===== config.mk =====
export PLATFORM = sky130hd
export DESIGN_NAME = i2c_register_master_flat
export DESIGN_NICKNAME = d
export VERILOG_FILES = /design/src/i2crm_pkg.sv /design/src/i2crm_req_if.sv /design/src/i2crm_res_if.sv /design/src/i2c_register_master.sv /design/src/flat_wrapper.sv
export SDC_FILE = /design/constraint.sdc
export NUM_CORES = 1
export LEC_CHECK = 0
export BUFFER_PORTS_ARGS = -buffer_cell sky130_fd_sc_hd__buf_4
export CORE_MARGIN = 2
export CORE_UTILIZATION = 50
export CTS_BUF_LIST = sky130_fd_sc_hd__clkbuf_8 sky130_fd_sc_hd__clkbuf_16
export DETAILED_ROUTE_END_ITERATION = 10
export PLACE_DENSITY = 0.69
export SKIP_LAST_GASP = 1
export SYNTH_ARGS = -nofsm -noshare
export SYNTH_HDL_FRONTEND = slang
export SYNTH_SLANG_ARGS = --single-unit

===== constraint.sdc =====
create_clock -name clk -period 14.35 [get_ports clk]
set_input_delay 2.1525 -clock clk [delete_from_list [all_inputs] [get_ports clk]]
set_output_delay 2.1525 -clock clk [all_outputs]
set_load 0.01 [all_outputs]

===== src/i2crm_pkg.sv =====
`timescale 1ns / 1ps
`default_nettype none
package i2crm_pkg;

	// Configuration register indexes.
	localparam logic [1:0] CFG_DEVICE_ADDRESS = 2'd0;
	localparam logic [1:0] CFG_HALF_BIT_TICKS = 2'd1;
	localparam logic [1:0] CFG_ACK_POLL_LIMIT = 2'd2;

	localparam int CFG_DATA_W = 16;

	// Register reset values.
	localparam logic [6:0]  DEVICE_ADDRESS_RST = 7'd104;
	localparam logic [15:0] HALF_BIT_TICKS_RST = 16'd10;
	localparam logic [7:0]  ACK_POLL_LIMIT_RST = 8'd250;

	// Request types.
	localparam logic REQ_WRITE = 1'b0;
	localparam logic REQ_READ  = 1'b1;

	// Which byte of the bus script is being sent.
	localparam logic [2:0] STG_ADDR_WR = 3'd0;
	localparam logic [2:0] STG_REG     = 3'd1;
	localparam logic [2:0] STG_DATA    = 3'd2;
	localparam logic [2:0] STG_ADDR_RD = 3'd3;
	localparam logic [2:0] STG_READ    = 3'd4;

	// Bus phases.
	typedef enum logic [3:0] {
		PH_IDLE   = 4'd0,
		PH_ST_HI  = 4'd1,
		PH_ST_LO  = 4'd2,
		PH_TX_LO  = 4'd3,
		PH_TX_HI  = 4'd4,
		PH_ACK_LO = 4'd5,
		PH_ACK_HI = 4'd6,
		PH_RX_LO  = 4'd7,
		PH_RX_HI  = 4'd8,
		PH_MA_LO  = 4'd9,
		PH_MA_HI  = 4'd10,
		PH_RS_LO  = 4'd11,
		PH_SP_LO  = 4'd12,
		PH_SP_HI  = 4'd13,
		PH_SP_REL = 4'd14
	} phase_t;

	// One tick of input.
	typedef struct packed {
		logic       start_request;
		logic       req_type;
		logic [7:0] target_reg;
		logic [7:0] wr_data;
		logic [7:0] byte_count;
		logic       sda_in;
	} req_t;

	// One tick of output.
	typedef struct packed {
		logic       scl_level;
		logic       sda_pull_low;
		logic       busy_res;
		logic       rd_valid;
		logic [7:0] rd_data;
		logic       rd_last;
		logic       done_res;
		logic       ack_error;
	} res_t;

endpackage
`default_nettype wire


===== src/i2crm_req_if.sv =====
`timescale 1ns / 1ps
`default_nettype none
interface i2crm_req_if;
	logic              valid;
	logic              ready;
	i2crm_pkg::req_t   data;

	modport source (output valid, output data, input ready);
	modport sink (input valid, input data, output ready);
endinterface
`default_nettype wire


===== src/i2crm_res_if.sv =====
`timescale 1ns / 1ps
`default_nettype none
interface i2crm_res_if;
	logic              valid;
	logic              ready;
	i2crm_pkg::res_t   data;

	modport source (output valid, output data, input ready);
	modport sink (input valid, input data, output ready);
endinterface
`default_nettype wire


===== src/i2c_register_master.sv =====
`timescale 1ns / 1ps
`default_nettype none
// I2C register master, stepped by one tick transaction per clock while req.ready is high.
// The req channel carries one timing tick: a start request with its
// register write or burst read parameters, and the sampled SDA level.
// Each accepted tick yields exactly one transaction on the res channel
// with the SCL level, the open-drain SDA pull, busy, a received byte
// with its last flag, and done with the ACK error flag.
// The result of an accepted tick is registered in the output register, or in
// the skid register while res stalls. Throughput: one tick per cycle while
// req.ready is high; the bus sequencer update is a single pass of logic
// between the state registers and the result register.
// When res stalls, one further tick is taken into a skid register and
// req.ready then drops until the stall clears; no result is lost.
// The cfg port (cfg_we, cfg_index, cfg_data) writes one of device_address,
// half_bit_ticks and ack_poll_limit, chosen by cfg_index; unknown indexes are ignored.
// Reset (arst_n low) returns the sequencer to idle (SCL high, SDA
// released), empties both output registers and restores the register
// defaults: address 104, 10 ticks per half bit, 250 ACK polls.
module i2c_register_master (
	input  wire logic                             clk,
	input  wire logic                             arst_n,
	input  wire logic                             cfg_we,
	input  wire logic [1:0]                       cfg_index,
	input  wire logic [i2crm_pkg::CFG_DATA_W-1:0] cfg_data,
	i2crm_req_if.sink                             req,
	i2crm_res_if.source                           res
);

	// Configuration registers.
	logic [6:0]  device_address_q;
	logic [15:0] half_bit_ticks_q;
	logic [7:0]  ack_poll_limit_q;

	// Sequencer state.
	i2crm_pkg::phase_t phase_q, phase_d;
	logic [15:0] delay_q, delay_d;
	logic [2:0]  bit_q, bit_d;
	logic [7:0]  shift_q, shift_d;
	logic [7:0]  left_q, left_d;
	logic [7:0]  poll_q, poll_d;
	logic [2:0]  stage_q, stage_d;
	logic        err_q, err_d;
	logic        lt_type_q, lt_type_d;
	logic [7:0]  lt_reg_q, lt_reg_d;
	logic [7:0]  lt_wr_q, lt_wr_d;

	// Output register and skid register.
	logic              out_valid_q;
	i2crm_pkg::res_t   out_q;
	logic              skid_valid_q;
	i2crm_pkg::res_t   skid_q;

	i2crm_pkg::res_t   res_d;
	logic              accept;
	logic              out_free;
	logic [15:0]       h;
	logic [7:0]        lim;
	logic [16:0]       delay_inc;
	logic              seg_end;

	assign req.ready = !skid_valid_q;
	assign accept    = req.valid && req.ready;
	assign out_free  = !out_valid_q || res.ready;
	assign res.valid = out_valid_q;
	assign res.data  = out_q;

	// Zero delay and poll limits behave as one.
	assign h   = (half_bit_ticks_q == 16'd0) ? 16'd1 : half_bit_ticks_q;
	assign lim = (ack_poll_limit_q == 8'd0) ? 8'd1 : ack_poll_limit_q;

	// Configuration writes.
	always_ff @(posedge clk or negedge arst_n) begin
		if (!arst_n) begin
			device_address_q <= i2crm_pkg::DEVICE_ADDRESS_RST;
			half_bit_ticks_q <= i2crm_pkg::HALF_BIT_TICKS_RST;
			ack_poll_limit_q <= i2crm_pkg::ACK_POLL_LIMIT_RST;
		end else if (cfg_we) begin
			case (cfg_index)
				i2crm_pkg::CFG_DEVICE_ADDRESS: device_address_q <= cfg_data[6:0];
				i2crm_pkg::CFG_HALF_BIT_TICKS: half_bit_ticks_q <= cfg_data[15:0];
				i2crm_pkg::CFG_ACK_POLL_LIMIT: ack_poll_limit_q <= cfg_data[7:0];
				default: ;
			endcase
		end
	end

	// Next state and result of one tick.
	always_comb begin
		phase_d   = phase_q;
		delay_d   = delay_q;
		bit_d     = bit_q;
		shift_d   = shift_q;
		left_d    = left_q;
		poll_d    = poll_q;
		stage_d   = stage_q;
		err_d     = err_q;
		lt_type_d = lt_type_q;
		lt_reg_d  = lt_reg_q;
		lt_wr_d   = lt_wr_q;
		res_d     = '0;
		res_d.scl_level = 1'b1;

		// A start request in idle latches the request and begins a START.
		if (phase_q == i2crm_pkg::PH_IDLE && req.data.start_request) begin
			lt_type_d = req.data.req_type;
			lt_reg_d  = req.data.target_reg;
			lt_wr_d   = req.data.wr_data;
			left_d    = (req.data.byte_count == 8'd0) ? 8'd1 : req.data.byte_count;
			stage_d   = i2crm_pkg::STG_ADDR_WR;
			err_d     = 1'b0;
			poll_d    = 8'd0;
			delay_d   = 16'd0;
			shift_d   = {device_address_q, 1'b0};
			bit_d     = 3'd0;
			phase_d   = i2crm_pkg::PH_ST_HI;
		end

		delay_inc = {1'b0, delay_d} + 17'd1;
		seg_end   = delay_inc >= {1'b0, h};

		if (phase_d != i2crm_pkg::PH_IDLE) begin
			res_d.busy_res = 1'b1;

			// Bus levels of the current phase.
			case (phase_d)
				i2crm_pkg::PH_ST_HI: begin
					res_d.scl_level = 1'b1; res_d.sda_pull_low = 1'b0;
				end
				i2crm_pkg::PH_ST_LO: begin
					res_d.scl_level = 1'b1; res_d.sda_pull_low = 1'b1;
				end
				i2crm_pkg::PH_TX_LO: begin
					res_d.scl_level = 1'b0; res_d.sda_pull_low = !shift_d[7];
				end
				i2crm_pkg::PH_TX_HI: begin
					res_d.scl_level = 1'b1; res_d.sda_pull_low = !shift_d[7];
				end
				i2crm_pkg::PH_ACK_LO, i2crm_pkg::PH_RX_LO, i2crm_pkg::PH_RS_LO: begin
					res_d.scl_level = 1'b0; res_d.sda_pull_low = 1'b0;
				end
				i2crm_pkg::PH_MA_LO: begin
					res_d.scl_level = 1'b0; res_d.sda_pull_low = left_d > 8'd1;
				end
				i2crm_pkg::PH_MA_HI: begin
					res_d.scl_level = 1'b1; res_d.sda_pull_low = left_d > 8'd1;
				end
				i2crm_pkg::PH_SP_LO: begin
					res_d.scl_level = 1'b0; res_d.sda_pull_low = 1'b1;
				end
				i2crm_pkg::PH_SP_HI: begin
					res_d.scl_level = 1'b1; res_d.sda_pull_low = 1'b1;
				end
				default: begin
					res_d.scl_level = 1'b1; res_d.sda_pull_low = 1'b0;
				end
			endcase

			if (phase_d == i2crm_pkg::PH_ACK_HI) begin
				// ACK slot: wait a half bit, then poll SDA once per tick.
				if (!seg_end) begin
					delay_d = delay_inc[15:0];
				end else if (!req.data.sda_in) begin
					delay_d = 16'd0;
					poll_d  = 8'd0;
					bit_d   = 3'd0;
					case (stage_d)
						i2crm_pkg::STG_ADDR_WR: begin
							stage_d = i2crm_pkg::STG_REG;
							shift_d = lt_reg_d;
							phase_d = i2crm_pkg::PH_TX_LO;
						end
						i2crm_pkg::STG_REG: begin
							if (lt_type_d == i2crm_pkg::REQ_READ) begin
								stage_d = i2crm_pkg::STG_ADDR_RD;
								shift_d = {device_address_q, 1'b1};
								phase_d = i2crm_pkg::PH_RS_LO;
							end else begin
								stage_d = i2crm_pkg::STG_DATA;
								shift_d = lt_wr_d;
								phase_d = i2crm_pkg::PH_TX_LO;
							end
						end
						i2crm_pkg::STG_ADDR_RD: begin
							stage_d = i2crm_pkg::STG_READ;
							shift_d = 8'd0;
							phase_d = i2crm_pkg::PH_RX_LO;
						end
						default: begin
							bit_d   = bit_q;
							phase_d = i2crm_pkg::PH_SP_LO;
						end
					endcase
				end else begin
					poll_d = poll_d + 8'd1;
					if (poll_d >= lim) begin
						err_d   = 1'b1;
						delay_d = 16'd0;
						poll_d  = 8'd0;
						phase_d = i2crm_pkg::PH_SP_LO;
					end
				end
			end else if (!seg_end) begin
				delay_d = delay_inc[15:0];
			end else begin
				// End of a bus level: step to the next phase.
				delay_d = 16'd0;
				case (phase_d)
					i2crm_pkg::PH_RS_LO: phase_d = i2crm_pkg::PH_ST_HI;
					i2crm_pkg::PH_ST_HI: phase_d = i2crm_pkg::PH_ST_LO;
					i2crm_pkg::PH_ST_LO: phase_d = i2crm_pkg::PH_TX_LO;
					i2crm_pkg::PH_TX_LO: phase_d = i2crm_pkg::PH_TX_HI;
					i2crm_pkg::PH_TX_HI: begin
						if (bit_d == 3'd7) begin
							phase_d = i2crm_pkg::PH_ACK_LO;
						end else begin
							bit_d   = bit_d + 3'd1;
							shift_d = {shift_d[6:0], 1'b0};
							phase_d = i2crm_pkg::PH_TX_LO;
						end
					end
					i2crm_pkg::PH_ACK_LO: begin
						poll_d  = 8'd0;
						phase_d = i2crm_pkg::PH_ACK_HI;
					end
					i2crm_pkg::PH_RX_LO: phase_d = i2crm_pkg::PH_RX_HI;
					i2crm_pkg::PH_RX_HI: begin
						shift_d = {shift_d[6:0], req.data.sda_in};
						if (bit_d == 3'd7) begin
							res_d.rd_valid = 1'b1;
							res_d.rd_data  = shift_d;
							res_d.rd_last  = left_d <= 8'd1;
							phase_d        = i2crm_pkg::PH_MA_LO;
						end else begin
							bit_d   = bit_d + 3'd1;
							phase_d = i2crm_pkg::PH_RX_LO;
						end
					end
					i2crm_pkg::PH_MA_LO: phase_d = i2crm_pkg::PH_MA_HI;
					i2crm_pkg::PH_MA_HI: begin
						if (left_d <= 8'd1) begin
							phase_d = i2crm_pkg::PH_SP_LO;
						end else begin
							left_d  = left_d - 8'd1;
							shift_d = 8'd0;
							bit_d   = 3'd0;
							phase_d = i2crm_pkg::PH_RX_LO;
						end
					end
					i2crm_pkg::PH_SP_LO: phase_d = i2crm_pkg::PH_SP_HI;
					i2crm_pkg::PH_SP_HI: phase_d = i2crm_pkg::PH_SP_REL;
					default: begin
						res_d.done_res  = 1'b1;
						res_d.ack_error = err_d;
						phase_d         = i2crm_pkg::PH_IDLE;
					end
				endcase
			end
		end
	end

	// Sequencer state advances once per accepted tick.
	always_ff @(posedge clk or negedge arst_n) begin
		if (!arst_n) begin
			phase_q   <= i2crm_pkg::PH_IDLE;
			delay_q   <= '0;
			bit_q     <= '0;
			shift_q   <= '0;
			left_q    <= '0;
			poll_q    <= '0;
			stage_q   <= i2crm_pkg::STG_ADDR_WR;
			err_q     <= 1'b0;
			lt_type_q <= 1'b0;
			lt_reg_q  <= '0;
			lt_wr_q   <= '0;
		end else if (accept) begin
			phase_q   <= phase_d;
			delay_q   <= delay_d;
			bit_q     <= bit_d;
			shift_q   <= shift_d;
			left_q    <= left_d;
			poll_q    <= poll_d;
			stage_q   <= stage_d;
			err_q     <= err_d;
			lt_type_q <= lt_type_d;
			lt_reg_q  <= lt_reg_d;
			lt_wr_q   <= lt_wr_d;
		end
	end

	// Output register with a skid stage behind it.
	always_ff @(posedge clk or negedge arst_n) begin
		if (!arst_n) begin
			out_valid_q  <= 1'b0;
			skid_valid_q <= 1'b0;
		end else if (out_free) begin
			if (skid_valid_q) begin
				out_valid_q  <= 1'b1;
				skid_valid_q <= 1'b0;
			end else begin
				out_valid_q <= accept;
			end
		end else if (accept) begin
			skid_valid_q <= 1'b1;
		end
	end

	always_ff @(posedge clk) begin
		if (out_free) begin
			out_q <= skid_valid_q ? skid_q : res_d;
		end else if (accept) begin
			skid_q <= res_d;
		end
	end

endmodule
`default_nettype wire


===== src/flat_wrapper.sv =====
// flat-port wrapper written by rule: the top's interface ports become plain ports
module i2c_register_master_flat 
  (clk, arst_n, cfg_we, cfg_index, cfg_data, req_valid, req_data, req_ready, res_valid, res_data, res_ready);
  i2crm_req_if req_i ();
  i2crm_res_if res_i ();
  input  wire logic clk;
  input  wire logic arst_n;
  input  wire logic cfg_we;
  input  wire logic [1:0] cfg_index;
  input  wire logic [i2crm_pkg::CFG_DATA_W-1:0] cfg_data;
  input wire logic [$bits(req_i.valid)-1:0] req_valid;
  input wire logic [$bits(req_i.data)-1:0] req_data;
  output wire logic [$bits(req_i.ready)-1:0] req_ready;
  output wire logic [$bits(res_i.valid)-1:0] res_valid;
  output wire logic [$bits(res_i.data)-1:0] res_data;
  input wire logic [$bits(res_i.ready)-1:0] res_ready;
  assign req_i.valid = req_valid;
  assign req_i.data = req_data;
  assign req_ready = req_i.ready;
  assign res_valid = res_i.valid;
  assign res_data = res_i.data;
  assign res_i.ready = res_ready;
  i2c_register_master u_core (.clk(clk), .arst_n(arst_n), .cfg_we(cfg_we), .cfg_index(cfg_index), .cfg_data(cfg_data), .req(req_i), .res(res_i));
endmodule

After elaboration in Yosys (flattened, before gate mapping)

Index checks and enable logic that the tools add are counted.

Register bits after elaboration: 131
Word-level logic and storage cells: 169

Equal/unequal tests: 19
$add $sub $neg: 4
Reductions and logical operators: 24
Bitwise operators: 1
Magnitude comparators: 4
Mux-type cells: 85

Operators by type and width:

| operator                | number |
|---|---|
| $mux W8                 | 27 |
| $mux W16                | 8 |
| $pmux W4 S12            | 1 |
| $pmux W8 S3             | 2 |
| $mux W3                 | 15 |
| $mux W4                 | 10 |
| $mux W15                | 2 |
| $eq A4 B4 Y1 const B    | 6 |
| $mux W12                | 2 |
| $mux W10                | 2 |
| $add A16 B1 Y17 const B | 1 |
| $ge A17 B16 Y1          | 1 |
| $eq A4 B3 Y1 const B    | 4 |
| $logic_not A16 Y1       | 1 |
| $logic_not A8 Y1        | 2 |
| $pmux W2 S7             | 1 |
| $pmux W4 S3             | 1 |
| $reduce_or A12 Y1       | 1 |
| $mux W1                 | 11 |
| $reduce_and A2 Y1       | 5 |
| $pmux W3 S3             | 1 |
| $add A8 B1 Y8 const B   | 1 |
| $eq A4 B2 Y1 const B    | 2 |
| $ge A8 B8 Y1            | 1 |
| other kinds (24)        | 29 |

Longest topological paths before layout

Gate-level depths: netlist of the first run.

Depth in word-level cells: 10
Gate-level depth with buffers: 27
Mapped depth without buffers: 21

Worst setup path before layout of the first run

OpenSTA, ideal clock, no wires.

Kind: input -> register
Start: input req_data[26]
End: register u_core.out_q, in the netlist u_core.res.data[10] (data pin)
Data arrival time: 6633 ps
Path slack: 7448 ps
Stages: 24
Library setup time: 268 ps
Path through: nand2_2 > clkbuf_1 > clkbuf_1 > clkbuf_1 > clkbuf_1 > and2_1 > ha_1 > and3_4 > nand3_4 > nor2_1 > and3_1 > nand3_1 > xor2_1 > nor2_1 > ha_1 > a21oi_1 > o21ai_0 > a2111oi_0 > a21oi_1 > or2_2 > clkbuf_1 > nand4_1 > clkbuf_1 > o31ai_1

Word-level cells in the longest chain between the ends: 9

Ends and longest elaborated chain:

| what                                                    | line                       | source |
|---|---|---|
| start, declared                                         | flat_wrapper.sv:12         | `input wire logic [$bits(req_i.data)-1:0] req_data;` |
| $logic_and A1 B1 Y1 *                                   | i2c_register_master.sv:105 | `if (phase_q == i2crm_pkg::PH_IDLE && req.data.start_request) begin` |
| branches (longest 6 deep; another with $add A16 B1 Y17) | n/a                        |  |
| $mux W15 *                                              | i2c_register_master.sv:122 | `if (phase_d != i2crm_pkg::PH_IDLE) begin` |
| $mux W15 *                                              | i2c_register_master.sv:310 | `out_q <= skid_valid_q ? skid_q : res_d;` |
| end signal, assigned                                    | i2c_register_master.sv:310 |  |
| end, declared                                           | i2c_register_master.sv:50  | `i2crm_pkg::res_t out_q;` |

Every way passes the cells marked *.
A chain may end at the register's enable or synchronous reset.

Final worst setup path of the first run

Start: input req_data[26]
End: register u_core.out_q, in the netlist u_core.res.data[8] (data pin)

Same word-level chain as after synthesis.

==> flow_summary.toml, run 1 <==
[final_layout]
syn_to_final_growth_pct = 16.1
multi_input_area_um2 = 3950
final_common_cell = "nand2_1"
finalInstanceArea_um2 = 8960
regArea_um2 = 3440
most-common-layout-cells = "nand2_1 (125), dfrtp_1 (90), nor2_1 (76)"
fillers = 1266
final_util_pct = 59.1
final_nets = 951
drive_gt1_share_pct = 19.2
antenna_cells = 0

[pwr]
vdd_drop_max_mv = 0.103
leakagePower_uw = 0.00391
powerDensity_nw_per_um2 = 159

[clock_tree]
cts.sinks = 131
holdBufCountCts = 0
htreeDepth = 4
ctsLongestPathBuffers = 2
cts_made_buffers = 17
clock_latency_ns = 0.42
cts_setup_buffers = 0
cts-resized-gates = 0
cts_tree = "done"
clk_pin_slew_ns = 0.06
clockRootBuffer = "clkbuf_16"

[timing]
skew_ns = 0.00695
finalHoldViolCount = 0
max_freq_mhz = 155
fin_crit_sh_pct = 45.0
tightest_slew_ns = 1.15
relSlewSlack_pct = 23.0
drv_slew = 0
setup_violations = 0
fin_ws_ns = 7.90
timing.hold.ws_ns = 0.476
fin_crit_ns = 6.45
setup_tns_ns = 0
grt_setup_unrepaired = "false"

[synthesis]
syn_area_um2 = 7720
synth_cells = 820
synth_cell_types = 75
synth_edf_count = 30
synth_flop_cell = "dfrtp_1"
yosys_warnings = 0
seq_area_frac_synth_pct = 44.6
syn-num-nets = 899
syn_area_per_cell_um2 = 9.41
ys_seq_elements = 131
async_reset_ff_share_pct = 77.1

[floorplanning]
dieHeight_um = 128
rows = 45
core_area_um2 = 15100
initial_core_util_pct = 51.0
io_pins = 67
die_w_um = 128
die_area_um2 = 16400

[drt]
vias = 6503
drtIter0Drc = 703
drt-pass1-iter-count = 5
routed_wl_mm = 19.2
ant_nets = 0
viasPerCell = 6.06
drc = 0
wl_per_cell_um = 17.9

[global_routing]
track_usage_pct = 24.4
grt_pass1_wl_mm = 31.9
antenna_found_initial = 0
grt_pass1_vias = 6384
overflow = 0
grt_start_max_net_pins = 71

[critical_path]
crit_arrival_ns = 6.59
crit_required_ns = 14.49
critPathKind = "in2reg"
cp_max_fo = 20
end_kind = "flop"
critPathLaunchType = "input pin"

[placed_design]
gp_congestion = 0.892
dp_hpwl_mm = 13.6
dp_slack_ns = 7.64
port_buffers = 66
placed_cell_area_um2 = 8340

[run_status]
status = "complete, no violations"

[job]
maxCapViolCount = 0

[worst_hold_path]
min-delay-path-class = "reg2reg"
[path summary, 6_finish.rpt]
kind                                    start                          to  slack, ns  depth (start not counted)
min in group asynchronous              arst_n  u_core.half_bit_ticks_q[9]       1.67                          1
min                        u_core.lt_reg_q[7]          u_core.lt_reg_q[7]       0.48                          2
max reg2reg                 u_core.phase_q[1]          u_core.res.data[8]       8.80                         19
max in group asynchronous              arst_n          u_core.lt_reg_q[4]      11.42                          2
max                              req_data[26]          u_core.res.data[8]       7.90                         20
min reg2reg                u_core.lt_reg_q[7]          u_core.lt_reg_q[7]       0.48                          2
[through the flow]
step | total power, µW | instances
global route | 1510 | 1073
global placement | 949 | 1041
floorplan | 843 | 820
detailed placement | 966 | 1041
CTS | 1430 | 1073
finish | 1430 | 1073
[worst max-delay path, cell delays in order]
cell and delay [ns]:
buf_4 0.14, nand2_2 0.10, nand2_1 0.08, inv_1 0.10
ha_1 0.25, and3_4 0.24, nand3_4 0.09, nor2_1 0.14
and3_1 0.27, nand3_1 0.11, xor2_1 0.15, nor2_1 0.07
ha_1 0.34, a21oi_1 0.16, o21ai_0 0.15, a2111oi_0 0.55
a21oi_1 0.21, or2_2 0.50, nand4_1 0.62, o31ai_1 0.17
[synthesized netlist by cell type, types with 5 or more instances]
| cell type | n | area share, % |
|---|---|---|
| a221o_1 | 8 | 1.0 |
| nor3_1 | 5 | 0.32 |
| nor2_1 | 76 | 3.7 |
| dfstp_2 | 11 | 3.7 |
| ha_1 | 29 | 4.7 |
| o21a_1 | 7 | 0.68 |
| nand3_1 | 17 | 1.1 |
| o211ai_1 | 6 | 0.58 |
| xor2_1 | 10 | 1.1 |
| a21oi_1 | 41 | 2.7 |
| xnor2_1 | 12 | 1.4 |
| nor2b_1 | 7 | 0.57 |
| and3_1 | 9 | 0.73 |
| a22o_1 | 14 | 1.6 |
| nand4_1 | 7 | 0.57 |
| dfrtp_1 | 90 | 29 |
| o22ai_1 | 6 | 0.49 |
| nand2_1 | 125 | 6.1 |
| mux2_2 | 36 | 5.3 |
| o31ai_1 | 22 | 2.1 |
| nand2b_1 | 7 | 0.57 |
| o311ai_0 | 7 | 0.79 |
| edfxtp_1 | 30 | 12 |
| buf_2 | 9 | 0.58 |
| and2_1 | 8 | 0.65 |
| clkbuf_1 | 27 | 1.3 |
| inv_1 | 41 | 2.0 |
| or3_1 | 6 | 0.49 |
| o21ai_0 | 44 | 2.9 |
| mux2i_1 | 10 | 1.3 |
| nor4_1 | 9 | 0.73 |
| a31oi_1 | 7 | 0.57 |
[final cells by class]
type	instances	share of cell area (%)
clock buffers	19	5.06
clock inverters	13	1.87
inverters	42	1.76
multi-input cells	606	44.0
flip-flops and latches	131	38.4
well taps	188	2.63
repair buffers	74	6.20
[power breakdown]
part           total (µW)  internal, µW  switching (µW)
sequential            552           468            83.8
clock                 457           297             160
combinational         417           176             241
total                1430           941             485
[metal layers]
| metal | vias up | global-route usage [%] | wire [µm] | share of wire (%) |
|---|---|---|---|---|
| met2 | 262 | 38.9 | 9220 | 48 |
| met1 | 3133 | 32.8 | 8380 | 44 |
| met3 | 27 | 5.26 | 1270 | 6.6 |
| met5 | - | 0 | 0 | 0 |
| met4 | 0 | 9.18 | 334 | 1.7 |
| li1 | 3081 | - | - | - |
[logic make-up (layout without fill, tap and decap cells)]
logic type               after synthesis  after routing  share of synthesized area (%)
AO/OA/AOI/OAI                        210            210                           19.1
XOR/XNOR                              22             22                           2.50
adder cells (fa/ha/maj)               29             29                           4.70
buffers and inverters                 83            148                           4.28
flip-flops                           131            131                           44.6
multiplexers                          47             47                           6.73
AND/OR/NAND/NOR                      298            298                           18.1
[flip-flops by register name, indices dropped and copies added, names as in the netlist, 3 cells and up]
register	flops
u_core.bit_q	3
u_core.delay_q	16
u_core.lt_reg_q	8
u_core.device_address_q	7
u_core.half_bit_ticks_q	16
u_core.poll_q	8
u_core.lt_wr_q	8
u_core.stage_q	3
u_core.ack_poll_limit_q	8
u_core.res.data	15
u_core.phase_q	4
u_core.skid_q	15
u_core.shift_q	8
u_core.left_q	8
(Power assumes the default switching activity.)
==> run 2, diff against run 1 <==
PLACE_DENSITY = 0.71   (was 0.69)
clock period = 5.3 ns   (was 14.35 ns; I/O delays follow)
==> run 2 against run 1 <==
Clock power rose to 2.7 times the previous value. Global-route usage up 0.089 points. Cell area up 0.84%. Via count down 0.15%. Wire length about the same. Clock-buffer cell count down 2. Flip-flop and latch count unchanged. Final cell count up 0.93%. Critical path depth up 1. Setup slack worse by 7.4 ns. Worst hold slack worse by 0.0065 ns. Highest routed layer unchanged.
==> flow_summary.toml, run 2 (same netlist as run 1, synthesis figures left out) <==
[run_status]
status = "complete, no violations"

[final_layout]
final_common_cell = "nand2_1"
syn_to_final_growth_pct = 17.0
finalInstanceArea_um2 = 9030
final_cells = 1083
top_regs = "u_core.delay_q: 16 flops, u_core.half_bit_ticks_q: 16 flops"
most-common-layout-cells = "nand2_1 (125), dfrtp_1 (90), buf_4 (84)"
final_nets = 961
drive_gt1_share_pct = 20.4
antenna_cells = 0

[floorplanning]
dieHeight_um = 128
initial_core_util_pct = 51.0
core_area_um2 = 15100
io_pins = 67
die_w_um = 128
die_area_um2 = 16400
rows = 45

[drt]
drtIter0Drc = 673
drt-pass1-iter-count = 5
vias = 6493
routed_wl_mm = 19.2
ant_nets = 0
drc = 0
wl_per_cell_um = 17.7
viasPerCell = 6.00

[timing]
timing.hold.ws_ns = 0.469
fin_ws_ns = 0.520
setup_violations = 0
setup_tns_ns = 0
drv_slew = 0
fin_crit_sh_pct = 90.2
grt_setup_unrepaired = "false"
max_freq_mhz = 209
finalHoldViolCount = 0
relSlewSlack_pct = 22.1
fin_crit_ns = 4.78
tightest_slew_ns = 1.16
skew_ns = 0.0135

[clock_tree]
cts_setup_buffers = 0
clock_latency_ns = 0.43
cts.sinks = 131
cts_made_buffers = 17
clk_pin_slew_ns = 0.06
htreeDepth = 4
clockRootBuffer = "clkbuf_16"
holdBufCountCts = 0
cts_tree = "done"
ctsLongestPathBuffers = 2
cts-resized-gates = 0

[placed_design]
gp_congestion = 0.884
port_buffers = 66
dp.cells = 1051
placed_cell_area_um2 = 8410
dp_hpwl_mm = 13.4
dp_slack_ns = 0.350

[pwr]
p_int_uw = 2520
combPwrFrac_pct = 30.8
powerDensity_nw_per_um2 = 431
clockPowerShare_pct = 31.9
switchingPower_uw = 1380
vdd_drop_max_mv = 0.425
power.share.switching_pct = 35.4
leakagePower_uw = 0.00394
power_frac_seq_pct = 37.4

[critical_path]
crit_required_ns = 5.61
cp_max_fo = 16
cp_common_cell = "nor2_1"
cp_slowest_cell = "dfrtp_1"
r2r_start = "u_core.phase_q[1]"
crit_arrival_ns = 5.09
end_kind = "flop"
crit_chain = "nor4_4 > nand2_2 > and2_1 > ha_1 > and3_4 > nand3_4 > nor2_1 > and3_1 > nand3_1 > xor2_1 > nor2_1 > ha_1 > a21oi_1 > o21ai_0 > a2111oi_0 > a21oi_1 > nor2_2 > buf_4 > nor2_1 > and3_1 > a221oi_1"
critPathLaunchType = "flop"
cp-endpoint = "u_core.phase_q[0]"
rr_worst_depth = 21
rrSetupSlack_ns = 0.52
critPathKind = "reg2reg"
timing.rr.end = "u_core.phase_q[0]"
startpoint = "u_core.phase_q[1]"
max_stage_delay_ns = 0.40

[global_routing]
grt_pass1_wl_mm = 31.6
overflow = 0
track_usage_pct = 24.5
antenna_found_initial = 0
grt_pass1_vias = 6188
grt_start_max_net_pins = 59

[job]
maxCapViolCount = 0

[worst_hold_path]
min-delay-path-class = "in2async"
## run 2: changes by cell type in the layout (fill, tap and decap cells not counted)
cell        change
buf_4          +10
inv_6           +6
clkinv_2        -4
inv_1           -3
clkbuf_8        -2
clkinv_4        +2
bufinv_16       -1
clkinvlp_4      +1
inv_8           +1
## run 2: worst min-delay path by stage
stage | start | depth (start not counted) | to
3_3_place_gp | u_core.lt_reg_q[7] | 2 | u_core.lt_reg_q[7]
5_1_grt | u_core.lt_wr_q[2] | 2 | u_core.lt_wr_q[2]
2_1_floorplan | u_core.lt_reg_q[5] | 2 | u_core.lt_reg_q[5]
6_report | arst_n | 1 | u_core.half_bit_ticks_q[8]
4_1_cts | u_core.lt_reg_q[0] | 2 | u_core.lt_reg_q[0]
3_5_place_dp | u_core.lt_wr_q[7] | 2 | u_core.lt_wr_q[7]
## run 2: layout make-up
| type | instances | area [µm²] |
|---|---|---|
| multi-input combinational | 606 | 3950 |
| timing repair buffer | 84 | 631 |
| fill | 1312 | 6110 |
| clock buffer | 17 | 425 |
| tap | 188 | 235 |
| sequential | 131 | 3440 |
| clock inverter | 15 | 195 |
| inverter | 42 | 158 |
## run 2: power groups by stage
stage | registers (µW) | clock network, µW | logic, µW
6_report | 1450 | 1240 | 1200
5_1_grt | 1480 | 1300 | 1340
4_1_cts | 1450 | 1250 | 1190
3_5_place_dp | 1460 | 0 | 1180
3_3_place_gp | 1460 | 0 | 1160
2_1_floorplan | 1400 | 0 | 886
## run 2: critical path: cells and delay by family, from the launching register on
family | cells | cell delay [ns]
AND/OR/NAND/NOR | 12 | 2.23
XOR/XNOR | 1 | 0.15
adder cells (fa/ha/maj) | 2 | 0.57
buffers and inverters | 1 | 0.28
flip-flops | 1 | 0.40
AO/OA/AOI/OAI | 5 | 1.04
## run 2: metrics by stage
stage / utilization [%] / total power [µW]
after floorplan: - / 2290
after global placement: 55.5 / 2630
after detailed placement: 55.5 / 2640
after CTS: 59.6 / 3890
after global routing: 59.6 / 4120
final: 59.6 / 3890
## run 2: metal layers
metal  routed length, µm  share of wire [%]  vias to the layer above  track usage [%]
li1                    -                  -                     3105                -
met1                8880                 46                     3115             34.7
met2                8980                 47                      247             38.1
met3                1130                5.9                       26             5.43
met4                 228                1.2                        0             6.59
met5                   0                  0                        -                0
